`config.mk`:
```
export PLATFORM = sky130hd
export DESIGN_NAME = piecewise_linear_colormap_core
export DESIGN_NICKNAME = d
export VERILOG_FILES = /design/src/plcm_pkg.sv /design/src/piecewise_linear_colormap_core.sv /design/src/plcm_seg.sv /design/src/plcm_blend.sv
export VERILOG_INCLUDE_DIRS = /design/src /design/src/src
export SDC_FILE = /design/constraint.sdc
export NUM_CORES = 1
export LEC_CHECK = 0
export BUFFER_PORTS_ARGS = -buffer_cell sky130_fd_sc_hd__buf_2
export CAP_MARGIN = 30
export CELL_PAD_IN_SITES_DETAIL_PLACEMENT = 1
export CELL_PAD_IN_SITES_GLOBAL_PLACEMENT = 1
export CORE_AREA = 2 2 231 233
export CTS_CLUSTER_DIAMETER = 60
export DETAILED_ROUTE_END_ITERATION = 10
export DIE_AREA = 0 0 233 235
export GPL_ROUTABILITY_DRIVEN = 0
export PLACE_DENSITY = 0.63
export SYNTH_ARGS = -nofsm -noshare
export SYNTH_HDL_FRONTEND = slang
export SYNTH_SLANG_ARGS = --single-unit
```
`constraint.sdc`:
```
create_clock -name aclk -period 12.3 [get_ports aclk]
set_input_delay 2.46 -clock aclk [delete_from_list [all_inputs] [get_ports aclk]]
set_output_delay 2.46 -clock aclk [all_outputs]
set_load 0.02 [all_outputs]
```
`src/piecewise_linear_colormap_core_assert.svh`:
```
`ifndef PIECEWISE_LINEAR_COLORMAP_CORE_ASSERT_SVH
`define PIECEWISE_LINEAR_COLORMAP_CORE_ASSERT_SVH

// same-cycle implication, disabled in reset
`define PLCM_ASSERT_NOW(label, clk, rstn, ante, cons) \
    label: assert property (@(posedge clk) disable iff (!(rstn)) (ante) |-> (cons)) \
        else $error("colormap check failed");

// next-cycle implication, disabled in reset
`define PLCM_ASSERT_NEXT(label, clk, rstn, ante, cons) \
    label: assert property (@(posedge clk) disable iff (!(rstn)) (ante) |=> (cons)) \
        else $error("colormap check failed");

`endif

```
`src/plcm_pkg.sv`:
```
package plcm_pkg;

    localparam int NUM_SEG = 7;
    localparam int VALUE_W = 19;

    typedef logic [7:0] chan_t;
    typedef logic [2:0] seg_idx_t;

    typedef struct packed {
        logic     hit;
        seg_idx_t seg;
        logic     half_span;
    } seg_info_t;

    // segment bounds in halves: 1, 2, 2.5, 3, 3.5, 4, 5, 6
    localparam logic [3:0] BOUND_HALVES [0:NUM_SEG] = '{
        4'd2, 4'd4, 4'd5, 4'd6, 4'd7, 4'd8, 4'd10, 4'd12
    };

    localparam chan_t PALETTE [0:NUM_SEG][0:2] = '{
        '{8'd71,  8'd71,  8'd219},
        '{8'd0,   8'd0,   8'd91},
        '{8'd0,   8'd255, 8'd255},
        '{8'd0,   8'd128, 8'd0},
        '{8'd255, 8'd255, 8'd0},
        '{8'd255, 8'd96,  8'd0},
        '{8'd107, 8'd0,   8'd0},
        '{8'd224, 8'd76,  8'd76}
    };

endpackage

```
`src/piecewise_linear_colormap_core.sv`:
```
// Channel | Direction | Ports
// s_      | in        | s_valid, s_ready, s_scalar_value
// m_      | out       | m_valid, m_ready, m_red, m_green, m_blue, m_segment, m_in_range
//
// One request per cycle sustained while m_ready is high.
// Path: input register -> segment decode + 17x9 multiply -> result register.
// aresetn (sync, active low) clears both valid flags; data registers are not reset.
// A stalled result is held; the input register still takes one more request.
module piecewise_linear_colormap_core #(
    parameter int FRAC_BITS = 16
) (
    input  logic                          aclk,
    input  logic                          aresetn,
    input  logic                          s_valid,
    output logic                          s_ready,
    input  logic [plcm_pkg::VALUE_W-1:0]  s_scalar_value,
    output logic                          m_valid,
    input  logic                          m_ready,
    output plcm_pkg::chan_t               m_red,
    output plcm_pkg::chan_t               m_green,
    output plcm_pkg::chan_t               m_blue,
    output plcm_pkg::seg_idx_t            m_segment,
    output logic                          m_in_range
);
    import plcm_pkg::*;

    logic                 in_valid_reg;
    logic                 in_valid_next;
    logic [VALUE_W-1:0]   in_value_reg;
    logic                 out_valid_reg;
    logic                 out_valid_next;
    chan_t                red_reg;
    chan_t                green_reg;
    chan_t                blue_reg;
    seg_idx_t             segment_reg;
    logic                 in_range_reg;

    logic                 adv_out;
    logic                 adv_in;
    seg_info_t            info;
    logic [FRAC_BITS-1:0] prop;
    seg_idx_t             seg_nx;
    chan_t                red_c;
    chan_t                green_c;
    chan_t                blue_c;

    assign adv_out = !out_valid_reg || m_ready;
    assign adv_in  = s_valid && s_ready;
    assign s_ready = !in_valid_reg || adv_out;

    assign in_valid_next  = adv_in ? 1'b1 : (adv_out ? 1'b0 : in_valid_reg);
    assign out_valid_next = adv_out ? in_valid_reg : out_valid_reg;

    plcm_seg #(.FRAC_BITS(FRAC_BITS)) u_seg (
        .value (in_value_reg),
        .info  (info),
        .prop  (prop)
    );

    assign seg_nx = seg_idx_t'(info.seg + 3'd1);

    plcm_blend #(.FRAC_BITS(FRAC_BITS)) u_red (
        .c0   (PALETTE[info.seg][0]),
        .c1   (PALETTE[seg_nx][0]),
        .prop (prop),
        .chan (red_c)
    );

    plcm_blend #(.FRAC_BITS(FRAC_BITS)) u_green (
        .c0   (PALETTE[info.seg][1]),
        .c1   (PALETTE[seg_nx][1]),
        .prop (prop),
        .chan (green_c)
    );

    plcm_blend #(.FRAC_BITS(FRAC_BITS)) u_blue (
        .c0   (PALETTE[info.seg][2]),
        .c1   (PALETTE[seg_nx][2]),
        .prop (prop),
        .chan (blue_c)
    );

    always_ff @(posedge aclk) begin
        if (!aresetn) begin
            in_valid_reg  <= 1'b0;
            out_valid_reg <= 1'b0;
        end else begin
            in_valid_reg  <= in_valid_next;
            out_valid_reg <= out_valid_next;
        end
    end

    always_ff @(posedge aclk) begin
        if (adv_in) begin
            in_value_reg <= s_scalar_value;
        end
        if (adv_out && in_valid_reg) begin
            red_reg      <= info.hit ? red_c   : 8'd0;
            green_reg    <= info.hit ? green_c : 8'd0;
            blue_reg     <= info.hit ? blue_c  : 8'd0;
            segment_reg  <= info.hit ? info.seg : '0;
            in_range_reg <= info.hit;
        end
    end

    assign m_valid    = out_valid_reg;
    assign m_red      = red_reg;
    assign m_green    = green_reg;
    assign m_blue     = blue_reg;
    assign m_segment  = segment_reg;
    assign m_in_range = in_range_reg;

`include "piecewise_linear_colormap_core_assert.svh"

    `PLCM_ASSERT_NOW(a_black_out_of_range, aclk, aresetn, (m_valid && !m_in_range), (m_red == 8'd0 && m_green == 8'd0 && m_blue == 8'd0 && m_segment == 3'd0))
    `PLCM_ASSERT_NOW(a_seg_bound, aclk, aresetn, (m_valid && m_in_range), (m_segment <= 3'd6))
    `PLCM_ASSERT_NEXT(a_in_fill, aclk, aresetn, (s_valid && s_ready), (in_valid_reg))
    `PLCM_ASSERT_NEXT(a_in_hold, aclk, aresetn, (in_valid_reg && !adv_out), (in_valid_reg && out_valid_reg))

endmodule

```
`src/plcm_seg.sv`:
```
module plcm_seg #(
    parameter int FRAC_BITS = 16
) (
    input  logic [plcm_pkg::VALUE_W-1:0] value,
    output plcm_pkg::seg_info_t          info,
    output logic [FRAC_BITS-1:0]         prop
);
    import plcm_pkg::*;

    localparam int CW = (FRAC_BITS + 4 > VALUE_W) ? FRAC_BITS + 4 : VALUE_W;

    logic [CW-1:0] v_ext;
    logic [CW-1:0] lo_sel;
    logic [CW-1:0] d;

    assign v_ext = CW'(value);

    always_comb begin
        logic [CW-1:0] lo;
        logic [CW-1:0] hi;
        info   = '0;
        lo_sel = '0;
        for (int r = 0; r < NUM_SEG; r++) begin
            lo = CW'(BOUND_HALVES[r]) << (FRAC_BITS - 1);
            hi = CW'(BOUND_HALVES[r + 1]) << (FRAC_BITS - 1);
            if (!info.hit && v_ext >= lo && v_ext < hi) begin
                info.hit       = 1'b1;
                info.seg       = seg_idx_t'(r);
                info.half_span = ((BOUND_HALVES[r + 1] - BOUND_HALVES[r]) == 4'd1);
                lo_sel         = lo;
            end
        end
    end

    assign d    = v_ext - lo_sel;
    assign prop = info.half_span ? {d[FRAC_BITS-2:0], 1'b0} : d[FRAC_BITS-1:0];

endmodule

```
`src/plcm_blend.sv`:
```
module plcm_blend #(
    parameter int FRAC_BITS = 16
) (
    input  plcm_pkg::chan_t      c0,
    input  plcm_pkg::chan_t      c1,
    input  logic [FRAC_BITS-1:0] prop,
    output plcm_pkg::chan_t      chan
);
    import plcm_pkg::*;

    localparam int NW = FRAC_BITS + 11;

    logic signed [FRAC_BITS:0]   prop_s;
    logic signed [8:0]           diff;
    logic signed [FRAC_BITS+9:0] prod;
    logic signed [NW-1:0]        base;
    logic signed [NW-1:0]        num;
    logic [10:0]                 ceil_v;

    assign prop_s = $signed({1'b0, prop});
    assign diff   = $signed({1'b0, c1}) - $signed({1'b0, c0});
    assign prod   = prop_s * diff;
    assign base   = $signed({3'b000, c0, {FRAC_BITS{1'b0}}});
    assign num    = base + $signed({prod[FRAC_BITS+9], prod});
    assign ceil_v = 11'(num[NW-2:FRAC_BITS]) + 11'(|num[FRAC_BITS-1:0]);

    always_comb begin
        if (num[NW-1]) begin
            chan = '0;
        end else if (ceil_v > 11'd255) begin
            chan = 8'd255;
        end else begin
            chan = ceil_v[7:0];
        end
    end

endmodule
```
* Yosys cells after proc, flatten, opt, wreduce, memory -nomap -nowiden
Memory sizes are Yosys's and may differ from the RTL's.
Index checks and enable logic that the tools add are counted.
** Cells by class
- Multiplexer cells :: 23
- Bitwise operators :: 3
- Magnitude comparators :: 19
- Shift operators :: 0
- Divide/modulo/power cells :: 0
- $mul :: 3
- Add/sub/neg operators :: 11
- Reduce and logical (&&, ||, !) cells :: 32
- Equality and inequality tests :: 0
** Operators by type and width (count)
- 16-bit 2-to-1 mux :: 7
- 24-bit 2-to-1 mux :: 4
- 25-bit by 26-bit adder with 27-bit output :: 3
- 17-bit by 9-bit multiplier with 26-bit output :: 3
- 19-bit by 18-bit >= comparator with 1-bit output (second input constant) :: 4
- 19-bit by 18-bit less-than comparator with 1-bit output (second input constant) :: 4
- 19-bit less-than comparator (second input constant) :: 3
- 16-bit OR reduction :: 3
- 19-bit >= comparator (second input constant) :: 2
- 5-bit 2-to-1 mux :: 7
- 10-bit by 1-bit adder with 11-bit output :: 3
- 11-bit by 8-bit > comparator with 1-bit output (second input constant) :: 3
- 8-bit by 8-bit subtractor with 9-bit output :: 3
- 8-bit 2-to-1 mux :: 3
- 19-bit by 17-bit >= comparator with 1-bit output (second input constant) :: 1
- 16-bit subtractor :: 1
- 1-bit logical AND :: 15
- 4-bit >= comparator (second input constant) :: 2
- 1-bit zero test :: 8
- 3-bit inverter with 4-bit output :: 2
- 2-bit OR reduction :: 3
- 3-bit by 1-bit adder with 3-bit output (second input constant) :: 1
- 1-bit logical OR :: 2
- 1-bit 2-to-1 mux :: 2
- other kinds (2) :: 2
** Storage, ports and cells
- Latch bits :: 0
- Logic and storage cells :: 101
- Flip-flop bits (word level) :: 49
- Input port bits :: 23
- Memory bits (read-only) :: 384
- RAM bits :: 0
- Output and inout port bits :: 30
- Memories :: 2
** Memories
- (name not given) :: words 8, width 24, rd ports 1, clocked after Yosys merged registers in 0, write ports 0, line piecewise_linear_colormap_core.sv:78 : .c1 (PALETTE[seg_nx][2]),
- (name not given) :: words 8, width 24, rd ports 1, clocked after Yosys merged registers in 0, write ports 0, line piecewise_linear_colormap_core.sv:77 : .c0 (PALETTE[info.seg][2]),

* Longest topological paths before layout
- Word-level depth :: 39
- Gate-level depth with buffers :: 43
- Gate-level depth less buffers :: 41

* Modules after synthesis
Synthesis repeated with hierarchy kept, for this count alone.
** Second synthesis, totals
- Cells, all modules :: 2091
- Area total of the unflattened synthesis :: 19097.1 um^2
** By module, submodules not included
- plcm_blend (u_blue) :: cells each 640, area each 5596.6 um^2, sequential area each 0.0 um^2, times used 1
- plcm_blend (u_red) :: cells each 632, area each 5554.1 um^2, sequential area each 0.0 um^2, times used 1
- plcm_blend (u_green) :: cells each 648, area each 5545.3 um^2, sequential area each 0.0 um^2, times used 1
- piecewise_linear_colormap_core :: cells each 142, area each 2079.5 um^2, sequential area each 1451.4 um^2, times used 1
- plcm_seg :: cells each 29, area each 321.6 um^2, sequential area each 0.0 um^2, times used 1

* Least setup slack after synthesis
No wires, ideal clock.
- Path kind :: reg-to-reg
- From :: register in_value_reg[17]
- To :: register red_reg[0] (netlist: m_red[0]) (data pin)
- Buffers on the path :: 4
- Arrival time :: 9.575 ns
- Clock period less this slack :: 9.838 ns
- Cell stages (with the launch flop) :: 41
- Library setup time :: 0.263 ns
- Required time :: 12.037 ns
- Path slack :: 2.462 ns
- Cell sequence :: edfxtp_1 -> nand2b_1 -> clkbuf_1 -> nor2_1 -> nor2_1 -> inv_1 -> ha_1 -> ha_1 -> clkbuf_1 -> a31o_2 -> ha_1 -> o21ai_0 -> nand2b_1 -> a21o_1 -> a21o_1 -> a21o_1 -> a21oi_1 -> xor2_1 -> (+5 left out) -> inv_1 -> fa_1 -> fa_1 -> inv_1 -> fa_1 -> inv_1 -> ha_1 -> clkbuf_1 -> and3_1 -> and2_1 -> nand3_1 -> a211oi_1 -> nor2_1 -> xor2_1 -> or3_1 -> nor4b_1 -> o21a_1 -> a21oi_1
** RTL lines
- start, declared :: line piecewise_linear_colormap_core.sv:29 : logic [VALUE_W-1:0] in_value_reg;
- start signal, assigned :: line piecewise_linear_colormap_core.sv:95 : in_value_reg <= s_scalar_value;
- end signal, assigned :: line piecewise_linear_colormap_core.sv:98 : red_reg <= info.hit ? red_c : 8'd0;
- end, declared :: line piecewise_linear_colormap_core.sv:32 : chan_t red_reg;

==> impl_metrics.tcl <==
set metrics [dict create \
    clockBufferDepth 2 \
    clkSlewWorstSetupHoldPaths_ns 0.10 \
    nets 2678 \
    dp.cells 2789 \
    tns_ns 0 \
    setup_viol 0 \
    clk_latency_ns 0.36 \
    synthArstFlopShare_pct 0 \
    final_common_cell "inv_1" \
    wire_per_inst_um 20.0 \
    critPathArrivalTime_ns 11.30 \
    yosys.cell_types.count 63 \
    hold_start "in_valid_reg" \
    grt_max_degree 38 \
    seq_area_um2 1450 \
    grt_usage_pct 21.3 \
    most-common-layout-cells "332 x inv_1, 321 x fa_1, 282 x nor2_1, 224 x ha_1, 210 x nand2_1" \
    fmax_ghz 0.0893 \
    cpMostUsedCell "fa_1" \
    grt_overflow 0 \
    numCtsBuffers 5 \
    cts_setup_buffers 0 \
    synth_cells 2079 \
    cp.required_ns 12.41 \
    route.antenna.remaining_nets 0 \
    chipWidth_um 233 \
    slew_headroom_pct 31.9 \
    vias 14600 \
    synth_fp_nets 2647 \
    rows 84 \
    fillers 6177 \
    yosysTopAreaCell "fa_1" \
    yosysTopAreaCellShare_pct 35.6 \
    syn_area_per_cell_um2 8.68 \
    worstPathMaxFanout 16 \
    largest_reg_flops 19 \
    synth_ff_type "edfxtp_1" \
    grt_pass1_vias 16000 \
    hold_buffers 0 \
    hold_path_class "reg -> reg" \
    wirelength_um 55900 \
    startpoint "in_value_reg[16]" \
    grt_first_pass_wirelength_um 89900 \
    period_needed_ns 11.19 \
    finalWorstSetupSlack_ns 1.11 \
    core_um2 52200 \
    fin_util_pct 37.2 \
    drv_slew 0 \
    cts.sinks 49 \
    maxCapViolCount 0 \
    hpwl_um 45900 \
    drt_iter0_markers 657 \
    antenna_found_initial 0 \
    fin_skew_ns 0.0272 \
    cts_tree "yes" \
    root_buffer "clkbuf_16" \
    endpoint_kind "register" \
    slowest_delay_ns 0.68 \
    pre_cts_ws_ns 1.22 \
    synth_area_um2 18000 \
    synth_area_leaders "fa_1 36%, ha_1 16%, edfxtp_1 7.8%, inv_1 6.9%, nor2_1 5.9%" \
    antenna_cells 0 \
    firstDrtPassIters 5 \
    die_y_um 235 \
    start_util_pct 34.5 \
    cts_resized 0 \
    drive_gt1_share_pct 5.97 \
    portBuffers 52 \
    viasPerCell 5.20 \
    r2r-start "in_value_reg[16]" \
    htree_num_levels 2 \
    worstMarginPinSlew_ns 0.994 \
    critPathKind "reg -> reg" \
    rsz0062_at_grt "no" \
    critical_path.slowest_cell "edfxtp_1" \
    ys_ff_latch 49 \
    syn_to_final_growth_pct 7.83 \
    die-area_um2 54800 \
    status "finished clean" \
    synth_warnings 0 \
    drc 0 \
    synth_edf_count 47 \
    stdcell_count 2799 \
    io_pins 53 \
    critPathLaunchType "register" \
    multiInputGateArea_um2 15100 \
    finalHoldViolCount 0 \
    timing.final.crit_share_pct 91.0 \
    ys_seq_area_share_pct 8.04 \
]
-- logic make-up (layout without fill, tap and decap cells) --
group	Yosys count	count (layout)	synth area share [%]
xor gates and xnor gates	76	76	3.69
muxes	20	20	1.12
adders and majority gates	545	545	51.1
and+or+nand+nor	717	717	18.0
AOI/OAI and AO/OA	263	263	9.46
buffers and inverters	409	441	8.56
DFF	49	49	8.04
-- final timing paths --
kind	endpoint	depth (start not counted)	slack, ns
setup / recovery	m_red[1]	34	1.11
setup reg to reg	m_red[1]	34	1.11
hold reg to reg	m_valid	1	0.54
hold / removal	m_valid	1	0.54
-- critical path, delay by kind of cell (launching register included) --
family / cells / cell delay [ns]
and+or+nand+nor: 11 / 2.77
DFF: 1 / 0.68
AOI/OAI and AO/OA: 7 / 1.78
adders and majority gates: 9 / 4.18
xor gates and xnor gates: 2 / 0.86
buffers and inverters: 5 / 0.68
-- synth_stat cells, drive strengths merged (2+ instances only) --
library cell	instances
a2111oi	7
a211o	7
a211oi	18
a21boi	4
a21o	32
a21oi	79
a221oi	2
a31o	2
a31oi	6
and2	19
and3	10
buf	7
clkbuf	69
dfxtp	2
edfxtp	47
fa	321
ha	224
inv	332
mux2	2
mux2i	18
nand2	210
nand2b	89
nand3	17
nand3b	3
nand4	10
nor2	283
nor2b	18
nor3	26
nor3b	5
nor4	5
nor4b	4
o2111ai	5
o211ai	10
o21a	14
o21ai	50
o21bai	6
o311a	4
o31ai	7
o41ai	3
or2	4
or3	6
or4	3
xnor2	54
xor2	22
-- per-stage QoR --
stage                     hold slack, ns  instance area, µm²
after floorplan                    0.477               18000
after global placement             0.512               19200
after detailed placement           0.525               19200
after CTS                          0.546               19400
after global routing               0.568               19500
final                              0.540               19500
-- metal layers --
layer	vias up	global-route usage (%)	part of all wire (%)
met5	-	0	0
met4	0	4.17	1.4
met3	34	1.87	3.1
met2	244	36.4	49
met1	7608	29.3	46
li1	6680	-	-
-- area by class of cell --
cell class	count	share of cell area, %
well taps	688	4.42
repair buffers	100	3.45
flip-flops and latches	49	7.46
clock buffers	5	0.643
clock inverters	3	0.148
inverters	333	6.42
multi-input cells	1621	77.4
Power is not shown: default switching activity piles up to over one toggle a cycle in this logic, so the estimate is an artifact.
